## src/rtl/core/rsi_pkg.sv

```systemverilog
// Shared types and constants for the render snapshot interpolator.
// Used by rsi_ctrl, rsi_datapath and render_snapshot_interpolator; no dependencies.
`timescale 1ns / 1ps
`default_nettype none

package rsi_pkg;

    // Field widths fixed by the item format
    localparam int unsigned GEN_W    = 32;
    localparam int unsigned TICK_W   = 32;
    localparam int unsigned TIME_W   = 63;
    localparam int unsigned IVL_W    = 32;
    localparam int unsigned COLOR_W  = 16;
    localparam int unsigned ORDER_W  = 32;
    localparam int unsigned STATUS_W = 3;
    localparam int unsigned ALPHA_W  = 17;
    localparam int unsigned MAX_CHANNELS = 4;

    // Fraction bits of alpha, one per divider step
    localparam int unsigned DIV_STEPS = 16;
    localparam int unsigned DIV_CNT_W = $clog2(DIV_STEPS);

    localparam logic [ALPHA_W-1:0] Q16_ONE     = 17'h10000;
    localparam logic [ALPHA_W-1:0] BLEND_ROUND = 17'h08000;

    // Opcodes
    localparam logic OP_OFFER = 1'b0;
    localparam logic OP_FRAME = 1'b1;

    // Result status codes
    localparam logic [STATUS_W-1:0] STATUS_NEW_GEN   = 3'd0;
    localparam logic [STATUS_W-1:0] STATUS_ADVANCED  = 3'd1;
    localparam logic [STATUS_W-1:0] STATUS_HIST_RST  = 3'd2;
    localparam logic [STATUS_W-1:0] STATUS_STALE     = 3'd3;
    localparam logic [STATUS_W-1:0] STATUS_REJECTED  = 3'd4;
    localparam logic [STATUS_W-1:0] STATUS_FRAME     = 3'd5;

    typedef logic [MAX_CHANNELS-1:0][COLOR_W-1:0] color_vec_t;

    // Controller to datapath
    typedef struct packed {
        logic load_input;
        logic offer_commit;
        logic calc_gap;
        logic calc_diff;
        logic decide;
        logic div_step;
        logic mult;
        logic finish_load;
    } rsi_cmd_t;

    // Datapath to controller
    typedef struct packed {
        logic skip_div;
        logic out_free;
    } rsi_stat_t;

endpackage

`default_nettype wire

```

## src/rtl/core/rsi_ctrl.sv

```systemverilog
// Sequencing state machine of the render snapshot interpolator.
// Depends on rsi_pkg; drives rsi_datapath through rsi_cmd_t.
`timescale 1ns / 1ps
`default_nettype none

module rsi_ctrl import rsi_pkg::*; (
    input  wire logic      aclk,
    input  wire logic      aresetn,
    input  wire logic      s_valid,
    input  wire logic      s_opcode,
    output logic           s_ready,
    input  wire rsi_stat_t stat,
    output rsi_cmd_t       cmd
);

    typedef enum logic [7:0] {
        S_IDLE   = 8'b0000_0001,
        S_OFFER  = 8'b0000_0010,
        S_GAP    = 8'b0000_0100,
        S_DIFF   = 8'b0000_1000,
        S_DECIDE = 8'b0001_0000,
        S_DIVIDE = 8'b0010_0000,
        S_MULT   = 8'b0100_0000,
        S_FINISH = 8'b1000_0000
    } state_t;

    state_t               state_reg, state_next;
    logic [DIV_CNT_W-1:0] cnt_reg, cnt_next;

    always_ff @(posedge aclk) begin
        if (!aresetn) begin
            state_reg <= S_IDLE;
            cnt_reg   <= '0;
        end else begin
            state_reg <= state_next;
            cnt_reg   <= cnt_next;
        end
    end

    always_comb begin
        state_next = state_reg;
        cnt_next   = cnt_reg;
        cmd        = '0;
        s_ready    = 1'b0;
        case (state_reg)
            S_IDLE: begin
                s_ready = 1'b1;
                if (s_valid) begin
                    cmd.load_input = 1'b1;
                    state_next = (s_opcode == OP_FRAME) ? S_GAP : S_OFFER;
                end
            end
            S_OFFER: begin
                cmd.offer_commit = 1'b1;
                state_next = S_FINISH;
            end
            S_GAP: begin
                cmd.calc_gap = 1'b1;
                state_next = S_DIFF;
            end
            S_DIFF: begin
                cmd.calc_diff = 1'b1;
                state_next = S_DECIDE;
            end
            S_DECIDE: begin
                cmd.decide = 1'b1;
                cnt_next   = '0;
                state_next = stat.skip_div ? S_MULT : S_DIVIDE;
            end
            S_DIVIDE: begin
                cmd.div_step = 1'b1;
                cnt_next     = cnt_reg + 1'b1;
                if (cnt_reg == DIV_CNT_W'(DIV_STEPS - 1)) begin
                    state_next = S_MULT;
                end
            end
            S_MULT: begin
                cmd.mult = 1'b1;
                state_next = S_FINISH;
            end
            S_FINISH: begin
                // hold until the output register can take the item
                if (stat.out_free) begin
                    cmd.finish_load = 1'b1;
                    state_next = S_IDLE;
                end
            end
            default: begin
                state_next = S_IDLE;
            end
        endcase
    end

endmodule

`default_nettype wire

```

## config.mk

```make
export PLATFORM = sky130hd
export DESIGN_NAME = rsi_ctrl
export DESIGN_NICKNAME = d
export VERILOG_FILES = /design/src/rtl/core/rsi_pkg.sv /design/src/rtl/core/rsi_ctrl.sv
export SDC_FILE = /design/constraint.sdc
export NUM_CORES = 1
export LEC_CHECK = 0
export ABC_CLOCK_PERIOD_IN_PS = 2100
export BUFFER_PORTS_ARGS = -buffer_cell sky130_fd_sc_hd__clkbuf_2
export CELL_PAD_IN_SITES_DETAIL_PLACEMENT = 1
export CELL_PAD_IN_SITES_GLOBAL_PLACEMENT = 2
export CORE_ASPECT_RATIO = 1.2
export CORE_MARGIN = 2
export CORE_UTILIZATION = 29
export DETAILED_ROUTE_END_ITERATION = 10
export PLACE_DENSITY = 0.82
export SLEW_MARGIN = 20
export SYNTH_ARGS = -nofsm -noshare
export SYNTH_HDL_FRONTEND = slang
export SYNTH_SLANG_ARGS = --single-unit
```

## constraint.sdc

```tcl
create_clock -name aclk -period 2.1 [get_ports aclk]
set_clock_uncertainty 0.05 [all_clocks]
set_input_delay 0.42 -clock aclk [delete_from_list [all_inputs] [get_ports aclk]]
set_output_delay 0.42 -clock aclk [all_outputs]
set_load 0.05 [all_outputs]
```

==> impl.org <==
** Logic synthesis
- When the netlist entered floorplanning its net count stood at 101.
- For this run, asynchronously set or reset flops after synthesis account for 0.
- In the synthesized netlist the dominant register cell turns out to be dfxtp_1.
- Cell with the most instances after synthesis :: dfxtp_1
- Yosys printed 0 warnings.
- Fraction of synthesized cell area taken by the top area cell type :: 0.3299
- The netlist uses 31 different library cells.
- The synthesized-area fraction occupied by ao, oa, aoi and oai cells was 0.1426.
- Post-Synthesis Mean Instance Area :: 7.747 sq um
- Post-synthesis share of cell area spent on full adders, half adders and majority gates :: 0.01718
- Most instantiated cells after synthesis :: dfxtp_1 (12), nor2_1 (11), nand3_1 (8)
- Number of enable-type register cells in the synthesized netlist :: 0
- Summed instance area of the synthesized netlist :: 728.2 sq um
- Register bit count reported by yosys :: 12
- After synthesis, the largest family of logic cells by area is simple AND/OR/NAND/NOR gates.
- Cells after synthesis :: 94
- Largest area contributor in the netlist :: dfxtp_1
- Cells taking the most area after synthesis :: dfxtp_1 (33%), nor2_1 (5.7%), nand3_1 (5.5%)
- Of the total synthesized cell area, the portion taken by AND, OR, NAND and NOR gates is 0.4828.
- Of the total synthesized cell area, the portion taken by XOR and XNOR cells is 0.01203.
- Post-synthesis mux area share :: 0
- The share of the Yosys chip area taken by registers is 0.3299.

** Power
- Power share of the clock group :: 0.326
- Combinational Power Share :: 0.271
- Of the total power, registers draw 0.403.
- Areal power density over the cells :: 549.5 mW/mm^2
- Largest voltage drop on the vdd net :: 0.0003389 V
- Total power of the final layout :: 0.5988 mW
- Internal power comes to 0.4110 mW.
- Summed over all nets, the switching power comes to 0.1878 mW.
- Cell leakage power :: 0.4626 nW
- Proportion of total power due to net switching :: 0.3136

** Status
- The flow ran to the end, but the final reports show violations.
- The checks that failed: setup timing.

** Global route
- Global routing finished with a remaining overflow of 0.
- Global-route wire length before repair :: 4112 microns
- The initial antenna violation count is 0.
- Entering global routing, the biggest net connects 10 pins.
- For this run, the total global-route usage over all layers was measured as 0.1877.
- Via count of the first global-routing pass :: 874

** STA
- Post-layout minimum cycle time :: 2.173 ns
- The worst pin sits at a relative slew slack of 0.6973.
- Final setup violation count :: 4
- Total count of max-transition violations in the final report :: 0
- Unrepaired setup endpoints after global routing :: yes
- For the pin with the worst max-slew slack, the measured transition is 0.4499 ns.
- Static timing analysis puts the maximum clock frequency at 460.3 MHz.
- Minimum setup slack in the final design :: -0.07255 ns
- Final sum of negative setup slack :: -0.1206 ns
- In the finished design, the share of the clock period the worst path needs comes to 1.035.
- The total count of hold-check failures in the final report is 0.

** Floorplanning
- Area enclosed by the die boundary :: 0.002930 sq mm
- The floorplan has 19 rows.
- The initial utilization of the core area, before any placement, comes to 0.3126.
- The floorplan step set the die height to 58.90 microns.
- The die is 49.75 microns wide.
- Core Box Area :: 0.002330 sq mm
- During I/O placement, the number of pins put on the boundary was 15.

** CTS
- For this design, the sink count on the clock tree is 12.
- Clock transition at path regs :: 0.08 ns
- CTS root buffer :: clkbuf_4
- The number of clock buffers added by TritonCTS is 3.
- Hold repair after CTS inserted 0 buffers.
- Depth of the CTS H-tree :: 1
- The longest clock path from root to sink contains 2 buffers.
- TritonCTS clock tree :: yes
- The clock reaches the later pin of the worst-skew pair after 0.29 ns.

** Finish
- FF/Latch Area :: 241.5 sq um
- Counting the fill cells in the layout gives 303.
- Number of nets in the final layout :: 134
- Layout-stage area growth over the synthesis result :: 49.66%
- Fraction of layout instances using a drive strength above 1 :: 0.3651
- 0 antenna diodes ended up in the layout.
- Largest register FFs :: 8
- Once layout is complete, the utilization of the core stands at 0.4678.
- Combined area of the multi-input logic cells :: 530.5 sq um

** Setup path
- Signal arrival time at the worst endpoint :: 1.70 ns
- Along the worst path, the maximum fanout reaches 3.
- Worst path depth :: 4
- Worst Path Buf+Inv :: 1
- Critical path start-end classification :: register to primary output
- Endpoint class of the critical path :: primary output
- Maximum cell stage delay along the critical path :: 0.58 ns
- Among cell families on the critical path, the largest total delay comes from simple AND/OR/NAND/NOR gates.
- Walking the worst path, the cells encountered are or4_4 > nor3_4 > and2_4 > clkbuf_16.
- For the worst setup path, the data required time is 1.63 ns.
- Startpoint type of the worst setup path :: register
- Measured in cells, the most critical reg-to-reg path has a length of 5.
- Slowest-stage cell, CP :: or4_4

** Detailed routing
- Iteration-0 DRC Markers :: 5
- The first TritonRoute pass finished after 4 iterations.
- After detailed routing, the average wire length per cell comes to 15.03 microns.
- In this run the remaining antenna-violating nets after routing total 0.
- The final layout contains routed wiring with a total length of 2360 microns.
- Detailed routing inserted a total of 846 vias.
- In the routed design, unresolved DRC markers number 0.
- Vias per cell :: 5.389

** Min path
- Counting instances, the worst hold path has a depth of 2.
- The path class of the tightest hold or removal check is input port to register.

** Place
- Number of buffer cells added on primary ports :: 14
- Global placer's final weighted congestion :: 0.7672
- Post-DP HPWL :: 1770 microns

** Run
- Number of max-cap violations :: 0
placed cells by master, fill, tap and decap left out, types with 3 or more instances in the layout:
cell type / count
nor2_2: 3
nand2_1: 6
nor2b_1: 5
dfxtp_1: 11
a31oi_1: 3
nor2_1: 8
and3_1: 3
nand4b_1: 4
clkbuf_2: 5
nand3_1: 8
clkbuf_4: 6
buf_4: 16
nand2b_1: 4
nor4_1: 5
a21oi_1: 5
power by group through the flow:
stage / sequential (mW) / combinational (mW) / clock, mW
final: 0.241 / 0.163 / 0.195
after global routing: 0.243 / 0.174 / 0.206
after CTS: 0.241 / 0.158 / 0.198
after detailed placement: 0.246 / 0.133 / 0
after floorplan: 0.245 / 0.0868 / 0
after global placement: 0.246 / 0.130 / 0
worst register-to-register path, stage by stage (launching register included):
cell,delay [ns]
dfxtp_2,0.32
or4_4,0.58
buf_4,0.17
or4_4,0.51
a31oi_1,0.14
or2_1,0.12
final timing paths:
kind                 from  slack [ns]      endpoint
min reg2reg    cnt_reg[0]        0.49    cnt_reg[0]
min              s_opcode        0.26  state_reg[1]
max reg2reg  state_reg[7]        0.14  state_reg[7]
max          state_reg[7]       -0.07        cmd[7]
kinds of logic (layout without fill, tap and decap cells):
kind of cell	Yosys count	in the layout
compound gates	16	16
xor+xnor	1	1
fa+ha+maj	1	1
buf+inv	3	35
flops	12	12
simple gates	61	61
layout make-up:
class | instances | area share
clock buffer | 4 | 0.03329
inverter | 1 | 0.003444
multi-input combinational | 79 | 0.4868
sequential | 12 | 0.2216
tap | 31 | 0.03559
timing repair buffer | 30 | 0.2193
routing by layer:
layer | vias up | share of wire | wire length [microns] | track usage
met5 | - | 0 | 0 | 0
met2 | 12 | 0.51 | 1193 | 0.3200
li1 | 420 | - | - | -
met1 | 409 | 0.44 | 1049 | 0.2287
met4 | 0 | 0.023 | 55 | 0.1071
met3 | 5 | 0.026 | 62 | 0.02284
through the flow:
step | cells | setup slack, ns | hold slack (ns) | cell area [sq um]
3_3_place_gp | 149 | 0.1313 | 0.4653 | 955.9
4_1_cts | 156 | -0.05948 | 0.2542 | 1060
5_1_grt | 157 | -0.1471 | 0.2589 | 1090
3_5_place_dp | 149 | 0.08809 | 0.4797 | 955.9
6_report | 157 | -0.07255 | 0.2575 | 1090
2_1_floorplan | 94 | -0.1353 | 0.4361 | 764.5
what timing repair did:
action / CTS / global route
endpoints found under the setup margin: 7 / 9
gates cloned: 0 / 0
setup buffers: 3 / 1
pin swaps: 3 / 2
resized for setup: 10 / 11
Power figures use the tool's default switching activity.
